===== config.mk =====
export PLATFORM = sky130hd
export DESIGN_NAME = modem_power_sequencer
export DESIGN_NICKNAME = d
export VERILOG_FILES = /design/src/mps_pkg.sv /design/src/mps_cfg.sv /design/src/mps_core.sv /design/src/modem_power_sequencer.sv
export SDC_FILE = /design/constraint.sdc
export NUM_CORES = 1
export LEC_CHECK = 0
export BUFFER_PORTS_ARGS = -buffer_cell sky130_fd_sc_hd__buf_2
export CORE_MARGIN = 2
export CORE_UTILIZATION = 40
export CTS_BUF_LIST = sky130_fd_sc_hd__clkbuf_4 sky130_fd_sc_hd__clkbuf_8 sky130_fd_sc_hd__clkbuf_16
export DETAILED_ROUTE_END_ITERATION = 16
export HOLD_SLACK_MARGIN = 0.1
export PLACE_DENSITY_LB_ADDON = 0.2
export SYNTH_ARGS = -nofsm -noshare
export SYNTH_HDL_FRONTEND = slang
export SYNTH_SLANG_ARGS = --single-unit

===== constraint.sdc =====
create_clock -name clk -period 5.35 [get_ports clk]
set_input_delay 1.07 -clock clk [delete_from_list [all_inputs] [get_ports clk]]
set_output_delay 1.07 -clock clk [all_outputs]
set_load 0.01 [all_outputs]

===== src/mps_pkg.sv =====
// Shared types and constants for the modem power sequencer.
`default_nettype none

package mps_pkg;

  // Sequencer phases as reported in the result phase field.
  typedef enum logic [3:0] {
    PH_INIT    = 4'd0,
    PH_KEY     = 4'd1,
    PH_KEY2    = 4'd2,
    PH_WAIT    = 4'd3,
    PH_OK      = 4'd4,
    PH_ERR     = 4'd5,
    PH_OFF     = 4'd6,
    PH_RESTART = 4'd7,
    PH_SHUT    = 4'd8,
    PH_IDLE    = 4'd9
  } phase_t;

  // Configuration register indexes.
  localparam logic [1:0] REG_KEY_HOLD     = 2'd0;
  localparam logic [1:0] REG_POWER_WAIT   = 2'd1;
  localparam logic [1:0] REG_RESTART_WAIT = 2'd2;
  localparam logic [1:0] REG_MAX_OFFS     = 2'd3;

  // Configuration reset values.
  localparam logic [15:0] KEY_HOLD_RST     = 16'd500;
  localparam logic [15:0] POWER_WAIT_RST   = 16'd20000;
  localparam logic [15:0] RESTART_WAIT_RST = 16'd1000;
  localparam logic [3:0]  MAX_OFFS_RST     = 4'd5;

  // Saturation point of the power-off counter.
  localparam logic [3:0] OFF_COUNT_MAX = 4'd15;

  // Poll request fields.
  typedef struct packed {
    logic [9:0] elapsed_ms;
    logic       power_status;
    logic       fault_request;
  } in_t;

  // Result fields.
  typedef struct packed {
    logic       ready_res;
    logic       led_on;
    logic       dtr_level;
    logic       reset_line;
    logic       key_line;
    logic       supply_enable;
    logic       clear_link_state;
    logic       shutdown_request;
    logic [3:0] phase;
    logic [3:0] off_count;
  } out_t;

  // Current configuration as seen by the sequencer core.
  typedef struct packed {
    logic [15:0] key_hold_ms;
    logic [15:0] power_wait_ms;
    logic [15:0] restart_wait_ms;
    logic [3:0]  max_power_offs;
  } cfg_t;

endpackage

`default_nettype wire


===== src/mps_cfg.sv =====
// Configuration register file of the modem power sequencer.
`default_nettype none

module mps_cfg (
  input  wire logic        clk,
  input  wire logic        rst_n,
  input  wire logic        cfg_we,
  input  wire logic [1:0]  cfg_index,
  input  wire logic [15:0] cfg_wdata,
  output mps_pkg::cfg_t    cfg
);

  mps_pkg::cfg_t cfg_r;

  // Registers are written by index; they return to their defaults on reset.
  always_ff @(posedge clk) begin
    if (!rst_n) begin
      cfg_r.key_hold_ms     <= mps_pkg::KEY_HOLD_RST;
      cfg_r.power_wait_ms   <= mps_pkg::POWER_WAIT_RST;
      cfg_r.restart_wait_ms <= mps_pkg::RESTART_WAIT_RST;
      cfg_r.max_power_offs  <= mps_pkg::MAX_OFFS_RST;
    end else if (cfg_we) begin
      case (cfg_index)
        mps_pkg::REG_KEY_HOLD:     cfg_r.key_hold_ms     <= cfg_wdata;
        mps_pkg::REG_POWER_WAIT:   cfg_r.power_wait_ms   <= cfg_wdata;
        mps_pkg::REG_RESTART_WAIT: cfg_r.restart_wait_ms <= cfg_wdata;
        mps_pkg::REG_MAX_OFFS:     cfg_r.max_power_offs  <= cfg_wdata[3:0];
        default: ;
      endcase
    end
  end

  assign cfg = cfg_r;

endmodule

`default_nettype wire


===== src/mps_core.sv =====
// Phase machine, millisecond timer and pin levels of the modem power sequencer.
`default_nettype none

module mps_core #(
  parameter int TIMER_BITS = 17
) (
  input  wire logic          clk,
  input  wire logic          rst_n,
  input  wire logic          step_en,
  input  wire mps_pkg::in_t  req,
  input  wire mps_pkg::cfg_t cfg,
  output mps_pkg::out_t      res
);

  mps_pkg::phase_t         phase_r, phase_nxt, phase_eval;
  logic [TIMER_BITS-1:0]   timer_r, timer_nxt, timer_sum;
  logic [TIMER_BITS:0]     timer_wide;
  logic [3:0]              offs_r, offs_nxt, offs_inc;
  logic                    led_r, led_nxt;
  logic                    dtr_r, dtr_nxt;
  logic                    rst_line_r, rst_line_nxt;
  logic                    key_r, key_nxt;
  logic                    sup_r, sup_nxt;
  logic                    ready, clear, shut;
  logic                    key_done, wait_done, restart_done;

  // A fault request overrides the stored phase before evaluation.
  assign phase_eval = req.fault_request ? mps_pkg::PH_ERR : phase_r;

  // Saturating add of the elapsed time.
  assign timer_wide = {1'b0, timer_r} + (TIMER_BITS + 1)'(req.elapsed_ms);
  assign timer_sum  = timer_wide[TIMER_BITS] ? {TIMER_BITS{1'b1}}
                                             : timer_wide[TIMER_BITS-1:0];

  // Waits end only once the timer is strictly past the limit.
  assign key_done     = timer_sum > TIMER_BITS'(cfg.key_hold_ms);
  assign wait_done    = timer_sum > TIMER_BITS'(cfg.power_wait_ms);
  assign restart_done = timer_sum > TIMER_BITS'(cfg.restart_wait_ms);

  // Power-off counter holds at its top value.
  assign offs_inc = (offs_r == mps_pkg::OFF_COUNT_MAX) ? offs_r : offs_r + 4'd1;

  // One step of the phase machine.
  always_comb begin
    phase_nxt    = phase_eval;
    timer_nxt    = timer_sum;
    offs_nxt     = offs_r;
    led_nxt      = led_r;
    dtr_nxt      = dtr_r;
    rst_line_nxt = rst_line_r;
    key_nxt      = key_r;
    sup_nxt      = sup_r;
    ready        = 1'b0;
    clear        = 1'b0;
    shut         = 1'b0;
    case (phase_eval)
      mps_pkg::PH_INIT: begin
        clear        = 1'b1;
        led_nxt      = 1'b1;
        dtr_nxt      = 1'b1;
        rst_line_nxt = 1'b1;
        key_nxt      = 1'b1;
        sup_nxt      = 1'b1;
        timer_nxt    = '0;
        phase_nxt    = mps_pkg::PH_KEY;
      end
      mps_pkg::PH_KEY: begin
        if (key_done) begin
          key_nxt   = 1'b0;
          timer_nxt = '0;
          phase_nxt = mps_pkg::PH_KEY2;
        end
      end
      mps_pkg::PH_KEY2: begin
        if (key_done) begin
          key_nxt   = 1'b1;
          led_nxt   = 1'b0;
          timer_nxt = '0;
          phase_nxt = mps_pkg::PH_WAIT;
        end
      end
      mps_pkg::PH_WAIT: begin
        // A timeout wins over a status seen on the same poll.
        if (wait_done) begin
          phase_nxt = mps_pkg::PH_ERR;
        end else if (req.power_status) begin
          phase_nxt = mps_pkg::PH_OK;
          ready     = 1'b1;
        end
      end
      mps_pkg::PH_OK: begin
        if (!req.power_status) begin
          phase_nxt = mps_pkg::PH_ERR;
        end else begin
          ready = 1'b1;
        end
      end
      mps_pkg::PH_ERR: begin
        clear     = 1'b1;
        phase_nxt = mps_pkg::PH_OFF;
      end
      mps_pkg::PH_OFF: begin
        offs_nxt  = offs_inc;
        sup_nxt   = 1'b0;
        timer_nxt = '0;
        phase_nxt = (offs_inc >= cfg.max_power_offs) ? mps_pkg::PH_SHUT
                                                     : mps_pkg::PH_RESTART;
      end
      mps_pkg::PH_RESTART: begin
        if (restart_done) begin
          phase_nxt = mps_pkg::PH_INIT;
        end
      end
      mps_pkg::PH_SHUT: begin
        shut      = 1'b1;
        phase_nxt = mps_pkg::PH_IDLE;
      end
      default: begin
        phase_nxt = mps_pkg::PH_IDLE;
      end
    endcase
  end

  // State advances once for each request that is evaluated.
  always_ff @(posedge clk) begin
    if (!rst_n) begin
      phase_r    <= mps_pkg::PH_INIT;
      timer_r    <= '0;
      offs_r     <= '0;
      led_r      <= 1'b0;
      dtr_r      <= 1'b0;
      rst_line_r <= 1'b0;
      key_r      <= 1'b0;
      sup_r      <= 1'b0;
    end else if (step_en) begin
      phase_r    <= phase_nxt;
      timer_r    <= timer_nxt;
      offs_r     <= offs_nxt;
      led_r      <= led_nxt;
      dtr_r      <= dtr_nxt;
      rst_line_r <= rst_line_nxt;
      key_r      <= key_nxt;
      sup_r      <= sup_nxt;
    end
  end

  // Result of this step, taken by the output register.
  always_comb begin
    res.ready_res        = ready;
    res.led_on           = led_nxt;
    res.dtr_level        = dtr_nxt;
    res.reset_line       = rst_line_nxt;
    res.key_line         = key_nxt;
    res.supply_enable    = sup_nxt;
    res.clear_link_state = clear;
    res.shutdown_request = shut;
    res.phase            = phase_nxt;
    res.off_count        = offs_nxt;
  end

endmodule

`default_nettype wire


===== src/modem_power_sequencer.sv =====
// Top level of the modem power sequencer: request register, configuration registers, core and result register.
`default_nettype none

// Each request is one poll of the modem power sequencer. A request is held in
// an input register, evaluated by the phase machine and delivered from a
// result register. One request per cycle is sustained as long as results
// are taken. The input register frees as the result register frees, so a
// stall on the result side reaches in_stall in the same cycle. Configuration
// registers are written through cfg_we, cfg_index and cfg_wdata; the user
// must write them only while the sequencer is idle, as the block itself does
// not enforce this.
module modem_power_sequencer #(
  parameter int TIMER_BITS = 17
) (
  input  wire logic         clk,
  input  wire logic         rst_n,
  input  wire logic         in_valid,
  output logic              in_stall,
  input  wire mps_pkg::in_t in_data,
  output logic              out_valid,
  input  wire logic         out_stall,
  output mps_pkg::out_t     out_data,
  input  wire logic         cfg_we,
  input  wire logic [1:0]   cfg_index,
  input  wire logic [15:0]  cfg_wdata
);

  mps_pkg::in_t  req_r;
  logic          req_valid_r;
  mps_pkg::out_t res, res_r;
  logic          res_valid_r;
  mps_pkg::cfg_t cfg;
  logic          advance, step_en, in_take;

  // The result register can load when empty or when its result is taken.
  assign advance  = !res_valid_r || !out_stall;
  assign step_en  = req_valid_r && advance;
  assign in_stall = req_valid_r && !advance;
  assign in_take  = in_valid && !in_stall;

  mps_cfg u_cfg (
    .clk       (clk),
    .rst_n     (rst_n),
    .cfg_we    (cfg_we),
    .cfg_index (cfg_index),
    .cfg_wdata (cfg_wdata),
    .cfg       (cfg)
  );

  mps_core #(
    .TIMER_BITS (TIMER_BITS)
  ) u_core (
    .clk     (clk),
    .rst_n   (rst_n),
    .step_en (step_en),
    .req     (req_r),
    .cfg     (cfg),
    .res     (res)
  );

  // Input request register.
  always_ff @(posedge clk) begin
    if (!rst_n) begin
      req_valid_r <= 1'b0;
    end else if (advance || !req_valid_r) begin
      req_valid_r <= in_valid;
    end
  end

  always_ff @(posedge clk) begin
    if (in_take) begin
      req_r <= in_data;
    end
  end

  // Result register.
  always_ff @(posedge clk) begin
    if (!rst_n) begin
      res_valid_r <= 1'b0;
    end else if (advance) begin
      res_valid_r <= req_valid_r;
    end
  end

  always_ff @(posedge clk) begin
    if (step_en) begin
      res_r <= res;
    end
  end

  assign out_valid = res_valid_r;
  assign out_data  = res_r;

endmodule

`default_nettype wire


==> results.py <==
metrics = {
    "status": {
        "status": "complete, no violations",
    },
    "worst_setup_path": {
        "r2r_cells": 16,
        "crit_path_start": "req_r[4]$_DFFE_PP_",
        "cp_max_fo": 10,
        "cp_cell_sequence": "ha_1 -> o21ai_0 -> nor4_1 -> a31o_2 -> nor2_1 -> nor3_2 -> nor2_1 -> inv_1 -> ha_1 -> a21o_1 -> a21o_1 -> a211o_1 -> a2111oi_0 -> o2bb2a_1 -> a2bb2oi_1 -> nand2_1",
        "crit_family": "compound AO/OA/AOI/OAI gates",
        "crit_end": "out_data[4]$_DFFE_PP_",
        "end_kind": "flip-flop",
        "max_stage_delay_ns": 0.54,
        "worstSetupPathType": "flip-flop to flip-flop",
        "cp.arrival_ns": 4.67,
        "worst-path-buf-inv": 1,
        "cp_slowest_cell": "nor3_2",
        "required_ns": 5.45,
        "rrSetupSlack_ns": 0.78,
        "cp-start-kind": "flip-flop",
        "timing.rr.end": "out_data[4]$_DFFE_PP_",
        "path_depth": 16,
        "r2r-start": "req_r[4]$_DFFE_PP_",
    },
    "timing": {
        "relSlewSlack": 0.455,
        "fin_setup_tns_ns": 0,
        "hold_viol": 0,
        "worst_pin_slew_ns": 0.817,
        "setup_viol_count_final": 0,
        "rsz0062_at_grt": "false",
        "fin_crit_ns": 4.57,
        "fin_skew_ns": 0.00774,
        "fin_crit_sh": 0.854,
        "fmax_ghz": 0.219,
        "finalMaxSlewViolations": 0,
    },
    "cts": {
        "cts_buffers": 9,
        "cts.sinks": 112,
        "cts_resized": 0,
        "insertion_delay_ns": 0.35,
        "holdBufCountCts": 0,
        "cts_tree": "done",
        "post_cts_buffers": 0,
        "cts-root-buf": "clkbuf_16",
        "cts.htree.levels": 3,
        "clkTransAtPathRegs_ns": 0.07,
        "clock_tree.buffer_depth": 2,
    },
    "power_and_ir_drop": {
        "ir_drop_v": 0.000188,
        "leakage_nw": 3.07,
        "powerDensity_mw_per_mm2": 274,
    },
    "synthesis": {
        "syn_area_mm2": 0.00637,
        "syn_nets": 828,
        "ys_seq_area_frac": 0.396,
        "synth_edf_count": 28,
        "synth.distinct_cells": 63,
        "yosysTopAreaCell": "dfxtp_1",
        "synth_warnings": 0,
        "async_flop_share": 0,
        "syn_avg_cell_area_um2": 8.74,
        "yosys.area.top_type_share": 0.264,
        "synth_area_leaders": "dfxtp_1 26%, edfxtp_1 13%, ha_1 12%",
        "ys_ff_latch": 112,
        "syn-instance-count": 729,
        "synth-main-ff-cell": "dfxtp_1",
    },
    "routing": {
        "wirelength_mm": 15.4,
        "post_drt_wl_per_cell_um": 15.5,
        "drc": 0,
        "vias": 5196,
        "first_pass_iters": 5,
        "drtIter0Drc": 310,
        "avgViaCountPerCell": 5.24,
        "postRouteAntennaNets": 0,
    },
    "finish": {
        "syn_to_final_growth_pct": 11.9,
        "fin_nets": 870,
        "n_fill_cell": 1528,
        "fin_util": 0.454,
        "antennaDiodeCount": 0,
        "final_cells": 992,
        "drive_above_1_share": 0.126,
        "layout_common_cells": "135 x nand2_1, 84 x dfxtp_1, 74 x inv_1",
        "final_common_cell": "nand2_1",
        "final_area_mm2": 0.00713,
    },
    "die": {
        "die_y_um": 130,
        "start_util": 0.406,
        "ioPinCount": 53,
        "core_area_mm2": 0.0157,
        "die_area_mm2": 0.0170,
        "row_count": 46,
        "die_w_um": 130,
    },
    "placement": {
        "io_buffers": 52,
        "gp_congestion": 0.905,
        "detailed_place_hpwl_mm": 11.7,
        "dp.cells": 976,
        "post_dp_cell_area_mm2": 0.00684,
    },
    "global_routing": {
        "grt_pass1_vias": 5062,
        "grt_overflow_total": 0,
        "grt_antenna_before_repair": 0,
        "grt_pass1_wl_mm": 25.3,
        "grt_max_degree": 70,
        "track_usage": 0.191,
    },
    "run": {
        "max_cap_violations": 0,
    },
    "min_path": {
        "hold_path.class": "flip-flop to flip-flop",
    },
}
registers in the layout (all words and copies together) (netlist names):
name,count
u_core.rst_line_r,1
req_valid_r,1
u_core.offs_r,4
u_core.phase_r,4
u_cfg.cfg,52
u_core.timer_r,17
out_data,16
u_core.dtr_r,1
req_r,12
u_core.led_r,1
u_core.sup_r,1
u_core.key_r,1
out_valid,1
per-layer routing:
metal  track usage  part of all wire  up-vias
li1              -                 -     2621
met3        0.0361             0.041       23
met2         0.300              0.44      111
met1         0.263              0.49     2441
met5             0                 0        -
met4        0.0664             0.022        0
worst min-delay path by stage:
stage / start / end / slack, ns / depth (start not counted)
after floorplan: u_core.dtr_r$_SDFFE_PN0P_ / u_core.dtr_r$_SDFFE_PN0P_ / 0.43 / 1
after global placement: u_core.dtr_r$_SDFFE_PN0P_ / u_core.dtr_r$_SDFFE_PN0P_ / 0.44 / 1
after detailed placement: u_core.dtr_r$_SDFFE_PN0P_ / u_core.dtr_r$_SDFFE_PN0P_ / 0.45 / 1
after CTS: u_core.timer_r[5]$_SDFFE_PN0P_ / u_core.timer_r[5]$_SDFFE_PN0P_ / 0.47 / 2
after global routing: u_core.timer_r[0]$_SDFFE_PN0P_ / u_core.timer_r[0]$_SDFFE_PN0P_ / 0.48 / 2
final: u_core.timer_r[0]$_SDFFE_PN0P_ / u_core.timer_r[0]$_SDFFE_PN0P_ / 0.46 / 2
tightest hold or removal path, stage by stage, from the launching register on:
cell and delay [ns]:
dfxtp_1 0.33, nand2_1 0.06, o21ai_2 0.04
per-stage QoR:
stage	hold WS [ns]	total power [mW]	setup slack, ns
floorplan	0.432	1.19	1.48
global placement	0.440	1.28	0.917
detailed placement	0.449	1.29	0.875
CTS	0.466	1.97	0.821
global route	0.481	2.06	0.356
finish	0.464	1.96	0.783
where the power goes:
group,switching [mW],internal (mW),leakage [nW]
clock,0.314,0.364,0.143
combinational,0.214,0.133,1.97
sequential,0.0222,0.907,0.952
total,0.550,1.41,3.07
synthesized netlist by cell type (13+ instances only):
| cell | n |
|---|---|
| a21boi_0 | 34 |
| a21oi_1 | 24 |
| clkbuf_1 | 22 |
| dfxtp_1 | 84 |
| edfxtp_1 | 28 |
| ha_1 | 63 |
| inv_1 | 74 |
| nand2_1 | 135 |
| nand3_1 | 13 |
| nor2_1 | 41 |
| o211ai_1 | 19 |
| o21ai_0 | 25 |
cells by family (layout without fill, tap and decap cells):
| logic type | Yosys count | count (layout) | share of synthesized area |
|---|---|---|---|
| compound gates | 173 | 173 | 0.197 |
| xor+xnor | 16 | 16 | 0.0220 |
| fa+ha+maj | 64 | 64 | 0.127 |
| buf+inv | 101 | 148 | 0.0611 |
| flops | 112 | 112 | 0.396 |
| mux | 9 | 9 | 0.0145 |
| simple gates | 254 | 254 | 0.183 |
area by class of cell:
cell class / count / area, µm² / area share
Clock buffer: 9 / 225 / 0.0316
Clock inverter: 7 / 70.1 / 0.00983
Inverter: 76 / 285 / 0.0400
Multi-Input combinational cell: 516 / 3470 / 0.486
Sequential cell: 112 / 2520 / 0.354
Tap cell: 216 / 270 / 0.0379
Timing Repair Buffer: 56 / 290 / 0.0407
(Power assumes the default switching activity.)
